$ cat config.mk
export PLATFORM = sky130hd
export DESIGN_NAME = kfi_div
export DESIGN_NICKNAME = d
export VERILOG_FILES = /design/src/rtl/core/kfi_pkg.sv /design/src/rtl/core/kfi_div.sv
export SDC_FILE = /design/constraint.sdc
export NUM_CORES = 1
export LEC_CHECK = 0
export ABC_AREA = 1
export BUFFER_PORTS_ARGS = -buffer_cell sky130_fd_sc_hd__buf_4
export CAP_MARGIN = 40
export CORE_MARGIN = 2
export CORE_UTILIZATION = 48
export DETAILED_ROUTE_END_ITERATION = 7
export PLACE_DENSITY = 0.79
export SYNTH_ARGS = -nofsm -noshare
export SYNTH_HDL_FRONTEND = slang
export SYNTH_SLANG_ARGS = --single-unit
$ cat constraint.sdc
create_clock -name clk -period 8.22 [get_ports clk]
set_input_delay 1.233 -clock clk [delete_from_list [all_inputs] [get_ports clk]]
set_output_delay 1.233 -clock clk [all_outputs]
set_load 0.1 [all_outputs]
$ cat src/rtl/core/kfi_pkg.sv
// Keyframe interpolator package: shared types, constants and state codes.
// No dependencies.
package kfi_pkg;

  localparam int MAX_KEYS_DEF = 64;

  typedef enum logic [1:0] {
    ST_OK        = 2'd0,
    ST_FULL      = 2'd1,
    ST_NEG_TIME  = 2'd2,
    ST_RESERVED  = 2'd3
  } status_t;

  localparam logic CMD_INSERT = 1'b0;
  localparam logic CMD_SAMPLE = 1'b1;

  typedef struct packed {
    logic               cmd;
    logic signed [31:0] item_time;
    logic signed [31:0] item_value;
  } in_word_t;

  typedef struct packed {
    logic signed [31:0] result_value;
    logic [1:0]         status;
    logic               out_of_range;
  } out_word_t;

  typedef enum logic [3:0] {
    S_IDLE,
    S_SCAN_RD,
    S_SCAN,
    S_SHIFT_RD,
    S_SHIFT_WR,
    S_PLACE,
    S_LAST_RD,
    S_LAST,
    S_LEFT_RD,
    S_LEFT,
    S_MUL,
    S_PROD,
    S_DIV,
    S_DONE
  } fsm_t;

  // divider handshake
  typedef struct packed {
    logic start;
  } div_ctl_t;

endpackage

$ cat src/rtl/core/kfi_div.sv
// Keyframe interpolator divider: restoring unsigned 64 / 33 bit division,
// one quotient bit per cycle, low 32 quotient bits out. Depends on kfi_pkg.
module kfi_div (
  input  logic        clk,
  input  logic        rst,
  input  kfi_pkg::div_ctl_t ctl,
  input  logic [63:0] num,
  input  logic [32:0] den,
  output logic [31:0] quo,
  output logic        done
);

  logic [63:0] q;
  logic [32:0] rem;
  logic [6:0]  cnt;
  logic        run;
  logic [33:0] trial;

  // den must stay steady for the whole run
  assign trial = {rem, q[63]} - {1'b0, den};

  always_ff @(posedge clk) begin
    if (rst) begin
      run  <= 1'b0;
      done <= 1'b0;
      cnt  <= '0;
    end else begin
      done <= 1'b0;
      if (ctl.start) begin
        run <= 1'b1;
        cnt <= 7'd0;
        q   <= num;
        rem <= '0;
      end else if (run) begin
        if (!trial[33]) begin
          rem <= trial[32:0];
          q   <= {q[62:0], 1'b1};
        end else begin
          rem <= {rem[31:0], q[63]};
          q   <= {q[62:0], 1'b0};
        end
        cnt <= cnt + 7'd1;
        if (cnt == 7'd63) begin
          run  <= 1'b0;
          done <= 1'b1;
        end
      end
    end
  end

  // quotient of an interpolation step always fits in 32 bits
  assign quo = q[31:0];

endmodule
* Word-level counts from Yosys, hierarchy flattened
Index checks and enable logic that the tools add are counted.
Operators by class: add/sub/neg operators 2, bitwise logic cells 2, equality and inequality tests 1, multiplexer cells 9, reduce and logical (&&, ||, !) cells 4
Operators by type and width (count):
- $mux 64 | 2
- $mux 33 | 2
- $sub 34x33->34 | 1
- $add 7x1->7 const B | 1
- $eq 7x6->1 const B | 1
- $mux 1 | 5
- $reduce_or 3->1 | 1
- $not 1->1 | 2
- $reduce_and 2->1 | 1
- $reduce_bool 2->1 | 1
- $reduce_or 2->1 | 1
Word-level totals: register bits after elaboration 106, output and inout bits 33, input bits 100

* Longest topological paths before layout
Gate-level depths: netlist of the first run.
depth in word-level cells 4, depth in mapped cells 18

* Worst setup path before layout of the first run
OpenSTA, ideal clock, no wires.
kind input port to flip-flop, start point input port ctl, end point register q[0], enable pin, setup time 0.586 ns, path slack 1.434 ns, data required time 7.634 ns, cell stages on the path 3, path buffers 1, data arrival time 6.201 ns, cell sequence inv_2 > clkbuf_1 > a21oi_1
Between the ends: longest elaborated chain between the ends 2
RTL lines:
- start: declaration | RTL line kfi_div.sv:6 | input kfi_pkg::div_ctl_t ctl,
- $reduce_bool 2->1 (no source line)
- $reduce_and 2->1 (no source line)
- end signal: assignment | RTL line kfi_div.sv:32 | q <= num;
- end signal: assignment | RTL line kfi_div.sv:37 | q <= {q[62:0], 1'b1};
- end signal: assignment | RTL line kfi_div.sv:40 | q <= {q[62:0], 1'b0};
- end: declaration | RTL line kfi_div.sv:13 | logic [63:0] q;
No other way between the ends. A chain may end at the register's enable or synchronous reset.

* Worst setup path after layout of the first run
start point input port ctl, end point register rem[28], enable pin
Between the ends: longest elaborated chain between the ends 2
RTL lines:
- $reduce_bool 2->1 (no source line)
- $reduce_and 2->1 (no source line)
- end signal: assignment | RTL line kfi_div.sv:36 | rem <= trial[32:0];
- end signal: assignment | RTL line kfi_div.sv:39 | rem <= {rem[31:0], q[63]};
- end: declaration | RTL line kfi_div.sv:14 | logic [32:0] rem;
No other way between the ends.

==> key figures, run 1 <==
Clock tree
  – Sink Count: 106
  – Post-CTS Hold Fix Bufs: 0
  – CTS root buf: clkbuf_16
  – Num CTS Buffers: 9
  – CTS clk-pin slew, worst paths: 80 ps
  – H-tree depth: 3
  – Clk_lat worst skew: 360 ps
  – CTS tree: yes
  – Post-cts resize count: 0
  – Clock buffer depth: 2
  – Post CTS Setup Buffer Count: 0

Power
  – Comb power frac: 33.2%
  – Pwr/cell area: 183 mW/mm2
  – Net switching power: 0.000612 W
  – LEAKAGE: 4.90 nW
  – Int Pwr: 0.00105 W
  – Clock power frac: 26.8%
  – Peak supply drop: 0.000108 V
  – Sw Ratio: 36.9%
  – Seq pwr share: 40.0%

GRT
  – GRT met1 Usage: 28.2%
  – Vias in the first global route: 6404
  – Total congestion overflow: 0
  – GRT Max-Usage Layer: met2
  – Total GRT Usage: 21.4%
  – Met3 GRT Util: 4.40%
  – Met2 usage: 34.6%
  – Initial antenna violation count: 0
  – Largest net degree at the start of global routing: 78
  – First-pass GRT wire length: 30.2 mm

Final layout
  – Share of layout cells above drive strength 1: 14.9%
  – Final #Nets: 1346
  – Number of diodes: 0
  – Cell area after layout: 0.00906 mm2
  – Area Growth Syn to Fin: 16.3%

Timing
  – Actual slew at the worst max-slew pin: 716 ps
  – Relative slew slack: 52.1%
  – Final period util: 40.6%
  – Total negative setup slack: 0 ps
  – Final min period: 3330 ps
  – Clock skew: 11.7 ps
  – Final hold violation count: 0
  – Fin. max-slew vios: 0
  – Hold slack: 484 ps
  – Final setup vio count: 0
  – RSZ-0062 raised after global routing: no
  – Fmax: 300 MHz

Drt
  – Total number of vias: 6783
  – Vias per cell: 4.74
  – DRT iter0 DRCs: 457
  – First-pass detailed-route iteration total: 5
  – Drt wl/cell: 12.7 um
  – WL final: 18.2 mm
  – Final ANT Viol Nets: 0
  – DR DRC count: 0

Setup path
  – Worst Setup Start Kind: input port
  – WP buf/inv: 4
  – Top delay family on crit path: buffers and inverters
  – Required @ worst endpoint: 8270 ps
  – CP Capture Type: flop
  – Critical-path cell list: buf_4 -> inv_2 -> a21oi_4 -> buf_4 -> buf_12
  – Crit path kind: input port to flop
  – CP max stage delay: 620 ps
  – Cell mode on critical path: buf_4
  – Worst Path Max Fanout: 67
  – Crit path DAT: 3380 ps
  – CP max stage cell: a21oi_4

Floorplan
  – Initial Utilization: 49.1%
  – Core ar.: 0.0159 mm2
  – Ports: 133
  – Die area: 0.0173 mm2
  – # rows: 46
  – Die height: 131 um
  – Die Span X: 131 um

Synth
  – Syn nets: 1255
  – Ys Warns: 0
  – Post-synth EDFFs: 97
  – Post-Syn Instances: 1120
  – Synth Register Bits: 106
  – Post-synth ARST share: 0%
  – Count leader, synth: nand2_1
  – Avg Cell Area, Syn: 6.96 um2
  – Synth cell count leaders: 480 x nand2_1, 180 x inv_1, 100 x nor2_1
  – Synth Flop Type: edfxtp_1
  – Register area share after synthesis: 39.7%
  – Top cell type's share of synthesized area: 37.4%
  – Distinct cells, synth: 37
  – Area leader, netlist: edfxtp_1
  – Synth area leaders: edfxtp_1 37%, nand2_1 23%, inv_1 8.7%, ha_1 5.5%, nor2_1 4.8%
  – Synth Cell Area: 0.00779 mm2

Placed design
  – Placed Area: 0.00875 mm2
  – DP HPWL: 13.9 mm
  – RD Place Congestion: 0.952
  – Port Buffers: 132

Job
  – Max-Cap Viols: 0

Outcome
  – Outcome: completed

Hold path
  – Worst hold path type: flop to flop
## final cells by class
type	instances	area, um2
fill	1555	6820
sequential	106	3090
tap	216	270
multi-input combinational	776	3650
timing repair buffer	136	1050
clock buffer	10	239
clock inverter	6	67.6
inverter	182	683
## layout by cell type (no fill, tap or decap), drive strengths merged
| cell type | n |
|---|---|
| a211oi | 1 |
| clkbuf | 10 |
| xor2 | 17 |
| nor2 | 114 |
| nor3 | 7 |
| buf | 136 |
| ha | 34 |
| nand2 | 489 |
| nand3 | 58 |
| o21ai | 5 |
| nand3b | 7 |
| edfxtp | 97 |
| inv | 184 |
| clkinv | 4 |
| and3 | 1 |
| o21bai | 3 |
| xnor2 | 1 |
| nand4 | 4 |
| a21o | 1 |
| fa | 1 |
| a21oi | 28 |
| dfxtp | 9 |
| and2 | 5 |
## final timing paths
kind,from,endpoint,slack [ps],cells after the start
worst max-delay path,ctl,rem[28],4890,5
worst min register to register,cnt[6],done,480,1
worst min-delay path,cnt[6],done,480,1
worst max register to register,rem[24],rem[22],5580,10
## sequential cells by signal (all words and copies together), names as in the netlist
signal,flops
cnt,7
done,1
q,64
rem,33
run,1
## power groups by stage
stage | clock network [W] | registers [W] | logic (W)
after floorplan | 0 | 0.000673 | 0.000429
after global placement | 0 | 0.000675 | 0.000537
after detailed placement | 0 | 0.000675 | 0.000549
after CTS | 0.000450 | 0.000664 | 0.000551
after global routing | 0.000470 | 0.000668 | 0.000616
final | 0.000445 | 0.000664 | 0.000552
## through the flow
stage	worst slack, ps	total power, W	instances	util (%)
after CTS	4860	0.00167	1432	57.0
after detailed placement	4490	0.00122	1416	55.1
after floorplan	1430	0.00110	1120	-
after global placement	4450	0.00121	1414	54.8
final	4890	0.00166	1432	57.0
after global routing	4670	0.00175	1432	57.0
## routing by layer
| layer | wire length, um | vias up | part of all wire [%] |
|---|---|---|---|
| met1 | 8070 | 2940 | 44 |
| met5 | 0 | - | 0 |
| met3 | 1420 | 39 | 7.8 |
| li1 | - | 3585 | - |
| met4 | 540 | 0 | 3.0 |
| met2 | 8170 | 219 | 45 |
## logic make-up after synthesis
logic type	Yosys count	share of synthesized area, %
AO/OA/AOI/OAI	38	2.60
XOR/XNOR	18	2.02
adder cells (fa/ha/maj)	35	5.72
buffers and inverters	238	13.6
flip-flops	106	39.7
AND/OR/NAND/NOR	685	36.4
## worst register-to-register path: cells and delay by family (launching register included)
family	cells	cell delay, ps
adder cells (fa/ha/maj)	1	440
AND/OR/NAND/NOR	8	1260
flip-flops	1	470
AO/OA/AOI/OAI	1	220
Power figures use the tool's default switching activity.
==> run 2, diff against run 1 <==
- PLACE_DENSITY: 0.79 -> 0.82
- clock period: 8.22 -> 2.7 ns (I/O delays scaled with it)
==> key figures, run 2 (synthesis gave the netlist of run 1 again) <==
Outcome
  – Outcome: completed

Clock tree
  – CTS clk-pin slew, worst paths: 70 ps (about the same)
  – CTS root buf: clkbuf_16
  – H-tree depth: 3 (unchanged)
  – Clk_lat worst skew: 360 ps (about the same)
  – CTS tree: yes
  – Num CTS Buffers: 9 (unchanged)
  – Clock buffer depth: 2 (unchanged)
  – Post CTS Setup Buffer Count: 0 (unchanged)
  – Sink Count: 106 (unchanged)

Placed design
  – DP HPWL: 14.4 mm (+3.8%)
  – RD Place Congestion: 0.952 (about the same)
  – Port Buffers: 132 (unchanged)
  – Place WS: 92.3 ps (-4390 ps)

Power
  – Clock power frac: 25.2% (-1.6 points)
  – Peak supply drop: 0.000364 V (+240%)
  – Pwr/cell area: 549 mW/mm2 (+200%)
  – Int Pwr: 0.00315 W (+200%)
  – Comb power frac: 34.0% (+0.8 points)
  – LEAKAGE: 4.89 nW (-0.19%)
  – Seq pwr share: 40.8% (+0.8 points)
  – Sw Ratio: 36.7% (-0.20 points)
  – Net switching power: 0.00183 W (+200%)

Floorplan
  – Ports: 133 (unchanged)
  – Die height: 131 um (unchanged)
  – Core ar.: 0.0159 mm2 (unchanged)
  – # rows: 46 (unchanged)
  – Initial Utilization: 49.1% (unchanged)
  – Die area: 0.0173 mm2 (unchanged)
  – Die Span X: 131 um (unchanged)

Timing
  – Clock skew: 7.22 ps (-4.45 ps)
  – Setup WS post-layout: 188 ps (-4700 ps)
  – Hold slack: 234 ps (-250 ps)
  – Fmax: 398 MHz
  – Actual slew at the worst max-slew pin: 532 ps (-185 ps)
  – Final setup vio count: 0 (unchanged)
  – Total negative setup slack: 0 ps (unchanged)
  – Final period util: 93.0%
  – Fin. max-slew vios: 0 (unchanged)
  – Final hold violation count: 0 (unchanged)
  – Final min period: 2510 ps
  – Relative slew slack: 64.6% (+12 points)

Setup path
  – CP Capture Type: flop
  – Worst Setup Start Kind: flop
  – Crit path kind: flop to flop
  – CP max stage cell: edfxtp_1
  – Top delay family on crit path: simple AND/OR/NAND/NOR gates
  – Required @ worst endpoint: 2820 ps (-5450 ps)
  – Critical-path cell list: ha_1 -> nand2_1 -> nor2_1 -> nand2_1 -> a21oi_1 -> nor2_4 -> nand3_4 -> nand2_8 -> nor2_1 -> nor2_1
  – WP buf/inv: 0 (-4)
  – CP max stage delay: 470 ps (-150 ps)
  – Worst Path Max Fanout: 18 (-73%)
  – Cell mode on critical path: nor2_1
  – Crit path DAT: 2630 ps (-750 ps)

Final layout
  – Multi-input gate area: 0.00366 mm2 (+0.24%)
  – Share of layout cells above drive strength 1: 14.9% (+0.033 points)
  – Final #Nets: 1350 (+0.30%)
  – Number of diodes: 0 (unchanged)
  – Reg with most FFs: q
  – Area Growth Syn to Fin: 16.2% (about the same)
  – Most frequent cells in the layout: 480 x nand2_1, 180 x inv_1, 138 x buf_4
  – Most common cell after layout, fill and taps aside: nand2_1
  – Sequential Area: 0.00309 mm2 (unchanged)
  – Layout fillers: 1575 (+1.3%)
  – Largest registers: q (64), rem (33), cnt (7)
  – Post-layout util: 57.0% (about the same)
  – Largest register FFs: 64 (unchanged)

GRT
  – Vias in the first global route: 6813 (+6.4%)
  – Initial antenna violation count: 0 (unchanged)
  – Total congestion overflow: 0 (unchanged)
  – Largest net degree at the start of global routing: 98 (+26%)
  – First-pass GRT wire length: 31.6 mm (+4.8%)
  – Total GRT Usage: 22.6% (+1.1 points)

Drt
  – DRT iter0 DRCs: 445 (-2.6%)
  – Vias per cell: 4.82 (+1.7%)
  – Final ANT Viol Nets: 0 (unchanged)
  – Drt wl/cell: 13.0 um (+2.6%)
  – DR DRC count: 0 (unchanged)
  – Total number of vias: 6918 (+2.0%)
  – WL final: 18.7 mm (+2.9%)
  – First-pass detailed-route iteration total: 5 (unchanged)

Job
  – Max-Cap Viols: 0 (unchanged)

Hold path
  – Worst hold path type: input port to flop
-- run 2: cell type report --
| class | count | area share (%) |
|---|---|---|
| clock buffers | 10 | 2.53 |
| multi-input cells | 776 | 40.5 |
| repair buffers | 140 | 11.9 |
| clock inverters | 6 | 0.456 |
| flip-flops and latches | 106 | 34.2 |
| inverters | 182 | 7.54 |
| well taps | 216 | 2.98 |
-- run 2: power by group through the flow --
stage / sequential (W) / clock, W / combinational, W
floorplan: 0.00204 / 0 / 0.00131
global placement: 0.00206 / 0 / 0.00166
detailed placement: 0.00206 / 0 / 0.00169
CTS: 0.00203 / 0.00128 / 0.00169
global route: 0.00204 / 0.00134 / 0.00190
finish: 0.00203 / 0.00126 / 0.00169
-- run 2: timing repair --
action                                  CTS  global route
endpoints found under the setup margin    0             7
hold buffers                              0             0
resized for setup                         0             1
-- run 2: path summary, 6_finish.rpt --
path	startpoint	end	slack, ps	cells past startpoint
setup / recovery	rem[20]	rem[7]	190	10
hold / removal	rst	run	230	2
setup reg to reg	rem[20]	rem[7]	190	10
hold reg to reg	cnt[6]	done	460	1
-- run 2: stage by stage --
| stage | power, W | area, um2 | instances |
|---|---|---|---|
| 6_report | 0.00498 | 9060 | 1436 |
| 5_1_grt | 0.00528 | 9060 | 1436 |
| 4_1_cts | 0.00500 | 9050 | 1436 |
| 3_5_place_dp | 0.00375 | 8780 | 1420 |
| 3_3_place_gp | 0.00372 | 8780 | 1420 |
| 2_1_floorplan | 0.00335 | 7810 | 1120 |
-- run 2: metal layers --
metal / routed length [um] / track usage (%) / up-vias
li1: - / - / 3586
met1: 8210 / 28.7 / 3099
met2: 8770 / 38.1 / 211
met3: 1360 / 4.40 / 22
met4: 396 / 8.39 / 0
met5: 0 / 0 / -
==> run 3, diff against run 2 <==
- BUFFER_PORTS_ARGS: -buffer_cell sky130_fd_sc_hd__buf_4 -> unset
- CORE_MARGIN: 2 -> 3
- DONT_BUFFER_PORTS: unset -> 1
- PLACE_DENSITY: 0.82 -> 0.74
==> key figures, run 3 (synthesis gave the netlist of run 1 again) <==
Drt
  – Drt wl/cell: 13.8 um (+5.6%)
  – WL final: 18.4 mm (-1.9%)
  – Vias per cell: 4.92 (+2.1%)
  – First-pass detailed-route iteration total: 6 (+1)
  – DR DRC count: 0 (unchanged)
  – DRT iter0 DRCs: 499 (+12%)
  – Final ANT Viol Nets: 0 (unchanged)
  – Total number of vias: 6564 (-5.1%)

Outcome
  – Outcome: completed

Setup path
  – Critical-path cell list: ha_1 -> nand2_1 -> inv_1 -> nand2_1 -> nand2_1 -> nand2_1 -> a21oi_1 -> nor2_4 -> nand2_4 -> nand2_4 -> buf_4 -> nand3_1 -> nand2_1 -> nor2_1
  – WP buf/inv: 2 (+2)
  – Critical path depth: 14 (+4)
  – Crit path kind: flop to flop
  – R2R Setup Slk: 230 ps (+40 ps)
  – CP max stage delay: 400 ps (-70 ps)
  – CP Capture Type: flop
  – Reg2reg start: rem[19]
  – Cells on worst reg2reg path: 14 (+4)
  – Worst Setup Start Kind: flop
  – Crit path DAT: 2580 ps (-50 ps)
  – Top delay family on crit path: simple AND/OR/NAND/NOR gates
  – Worst Path Max Fanout: 10 (-8)
  – Reg2reg end: rem[27]
  – Cell mode on critical path: nand2_1
  – CP max stage cell: edfxtp_1
  – Required @ worst endpoint: 2800 ps (-20 ps)

Timing
  – Setup WS post-layout: 229 ps (+40.8 ps)
  – Clock skew: 8.64 ps (+1.43 ps)
  – Actual slew at the worst max-slew pin: 617 ps (+85.6 ps)
  – Fmax: 405 MHz (+1.7%)
  – Total negative setup slack: 0 ps (unchanged)
  – Final hold violation count: 0 (unchanged)
  – RSZ-0062 raised after global routing: no
  – Fin. max-slew vios: 0 (unchanged)
  – Hold slack: 121 ps (-113 ps)
  – Final min period: 2470 ps (-40.8 ps)
  – Final setup vio count: 0 (unchanged)
  – Final period util: 91.5% (-1.5 points)
  – Relative slew slack: 58.9% (-5.7 points)

Clock tree
  – Sink Count: 106 (unchanged)
  – CTS clk-pin slew, worst paths: 70 ps (about the same)
  – Num CTS Buffers: 9 (unchanged)
  – Clock buffer depth: 2 (unchanged)
  – CTS tree: yes
  – CTS root buf: clkbuf_16
  – H-tree depth: 3 (unchanged)
  – Post-CTS Hold Fix Bufs: 0 (unchanged)
  – Post CTS Setup Buffer Count: 0 (unchanged)
  – Clk_lat worst skew: 350 ps (about the same)

Final layout
  – Final #Nets: 1254 (-7.1%)
  – Number of diodes: 0 (unchanged)
  – Most frequent cells in the layout: 480 x nand2_1, 180 x inv_1, 99 x nor2_1
  – Reg with most FFs: q
  – Layout Cells excl Fill: 1334 (-7.1%)
  – Largest registers: q (64), rem (33), cnt (7)
  – Share of layout cells above drive strength 1: 7.75% (-7.2 points)
  – Largest register FFs: 64 (unchanged)
  – Area Growth Syn to Fin: 12.7%
  – Most common cell after layout, fill and taps aside: nand2_1

GRT
  – Total GRT Usage: 20.9% (-1.7 points)
  – Vias in the first global route: 6422 (-5.7%)
  – Total congestion overflow: 0 (unchanged)
  – Largest net degree at the start of global routing: 79 (-19%)
  – Initial antenna violation count: 0 (unchanged)
  – First-pass GRT wire length: 30.2 mm (-4.5%)

Placed design
  – Port Buffers: 0 (-100%)
  – Place WS: 180 ps (+88.0 ps)
  – Cell total after placement: 1319 (-7.1%)
  – DP HPWL: 14.2 mm (-1.0%)
  – RD Place Congestion: 0.932 (-2.1%)

Power
  – LEAKAGE: 4.60 nW (-6.0%)
  – Pwr/cell area: 565 mW/mm2 (+2.9%)
  – Int Pwr: 0.00316 W (+0.17%)
  – Clock power frac: 25.2% (about the same)
  – Comb power frac: 33.7% (-0.3 points)
  – Seq pwr share: 41.1% (+0.3 points)
  – Peak supply drop: 0.000391 V (+7.2%)
  – Net switching power: 0.00181 W (-0.82%)
  – Sw Ratio: 36.4% (-0.23 points)

Hold path
  – Worst Hold Endpoint: run
  – Worst hold path type: input port to flop
  – Hold path depth: 1 (-1)
  – Worst hold start: rst

Floorplan
  – Die area: 0.0178 mm2 (+3.1%)
  – Core ar.: 0.0155 mm2 (-2.2%)
  – # rows: 45 (-2.2%)
  – Ports: 133 (unchanged)
  – Die height: 133 um (+1.5%)
  – Die Span X: 133 um (+1.5%)
  – Initial Utilization: 50.1% (+1.1 points)

Job
  – Max-Cap Viols: 0 (unchanged)
## run 3: how the worst max path moves through the flow
stage,startpoint,to,slack [ps]
after floorplan,ctl,q[0],20
after global placement,den[24],rem[26],220
after detailed placement,den[6],rem[27],180
after CTS,rem[21],rem[28],170
after global routing,rem[19],rem[29],40
final,rem[19],rem[27],230
## run 3: timing repair
item,4_1_cts,5_1_grt
resized for setup,0,3
hold endpoints to repair,0,0
endpoints found under the setup margin,0,16
## run 3: power by group through the flow
stage | Combinational (W) | Sequential, W | Clock, W
3_3_place_gp | 0.00127 | 0.00229 | 0
5_1_grt | 0.00188 | 0.00205 | 0.00133
4_1_cts | 0.00166 | 0.00204 | 0.00128
3_5_place_dp | 0.00166 | 0.00208 | 0
2_1_floorplan | 0.00131 | 0.00204 | 0
6_report | 0.00168 | 0.00204 | 0.00125
## run 3: worst reg2reg max path, stage by stage, from the launching register on
cell and delay, ps:
edfxtp_1 400, ha_1 370, nand2_1 190, inv_1 60, nand2_1 60, nand2_1 70, nand2_1 80, a21oi_1 90
nor2_4 220, nand2_4 110, nand2_4 170, buf_4 200, nand3_1 100, nand2_1 70, nor2_1 40
## run 3: per-layer routing
layer / global-route usage (%) / part of all wire [%] / up-vias
met5: 0 / 0 / -
met4: 6.74 / 2.5 / 0
met3: 4.80 / 9.0 / 32
met2: 33.9 / 46 / 240
met1: 27.8 / 43 / 2896
li1: - / - / 3396
## run 3: per-stage QoR
stage	power, W	utilization [%]	cell area (um2)
after CTS	0.00498	56.4	8770
after detailed placement	0.00373	54.7	8500
final	0.00497	56.5	8780
after global placement	0.00356	50.2	7800
after floorplan	0.00335	-	7810
after global routing	0.00526	56.5	8780
## run 3: cell type report
class / instances / area [um2]
Fill cell: 1478 / 6760
Multi-Input combinational cell: 776 / 3670
Inverter: 182 / 683
Clock inverter: 5 / 38.8
Sequential cell: 106 / 3090
Tap cell: 211 / 264
Timing Repair Buffer: 44 / 803
Clock buffer: 10 / 229
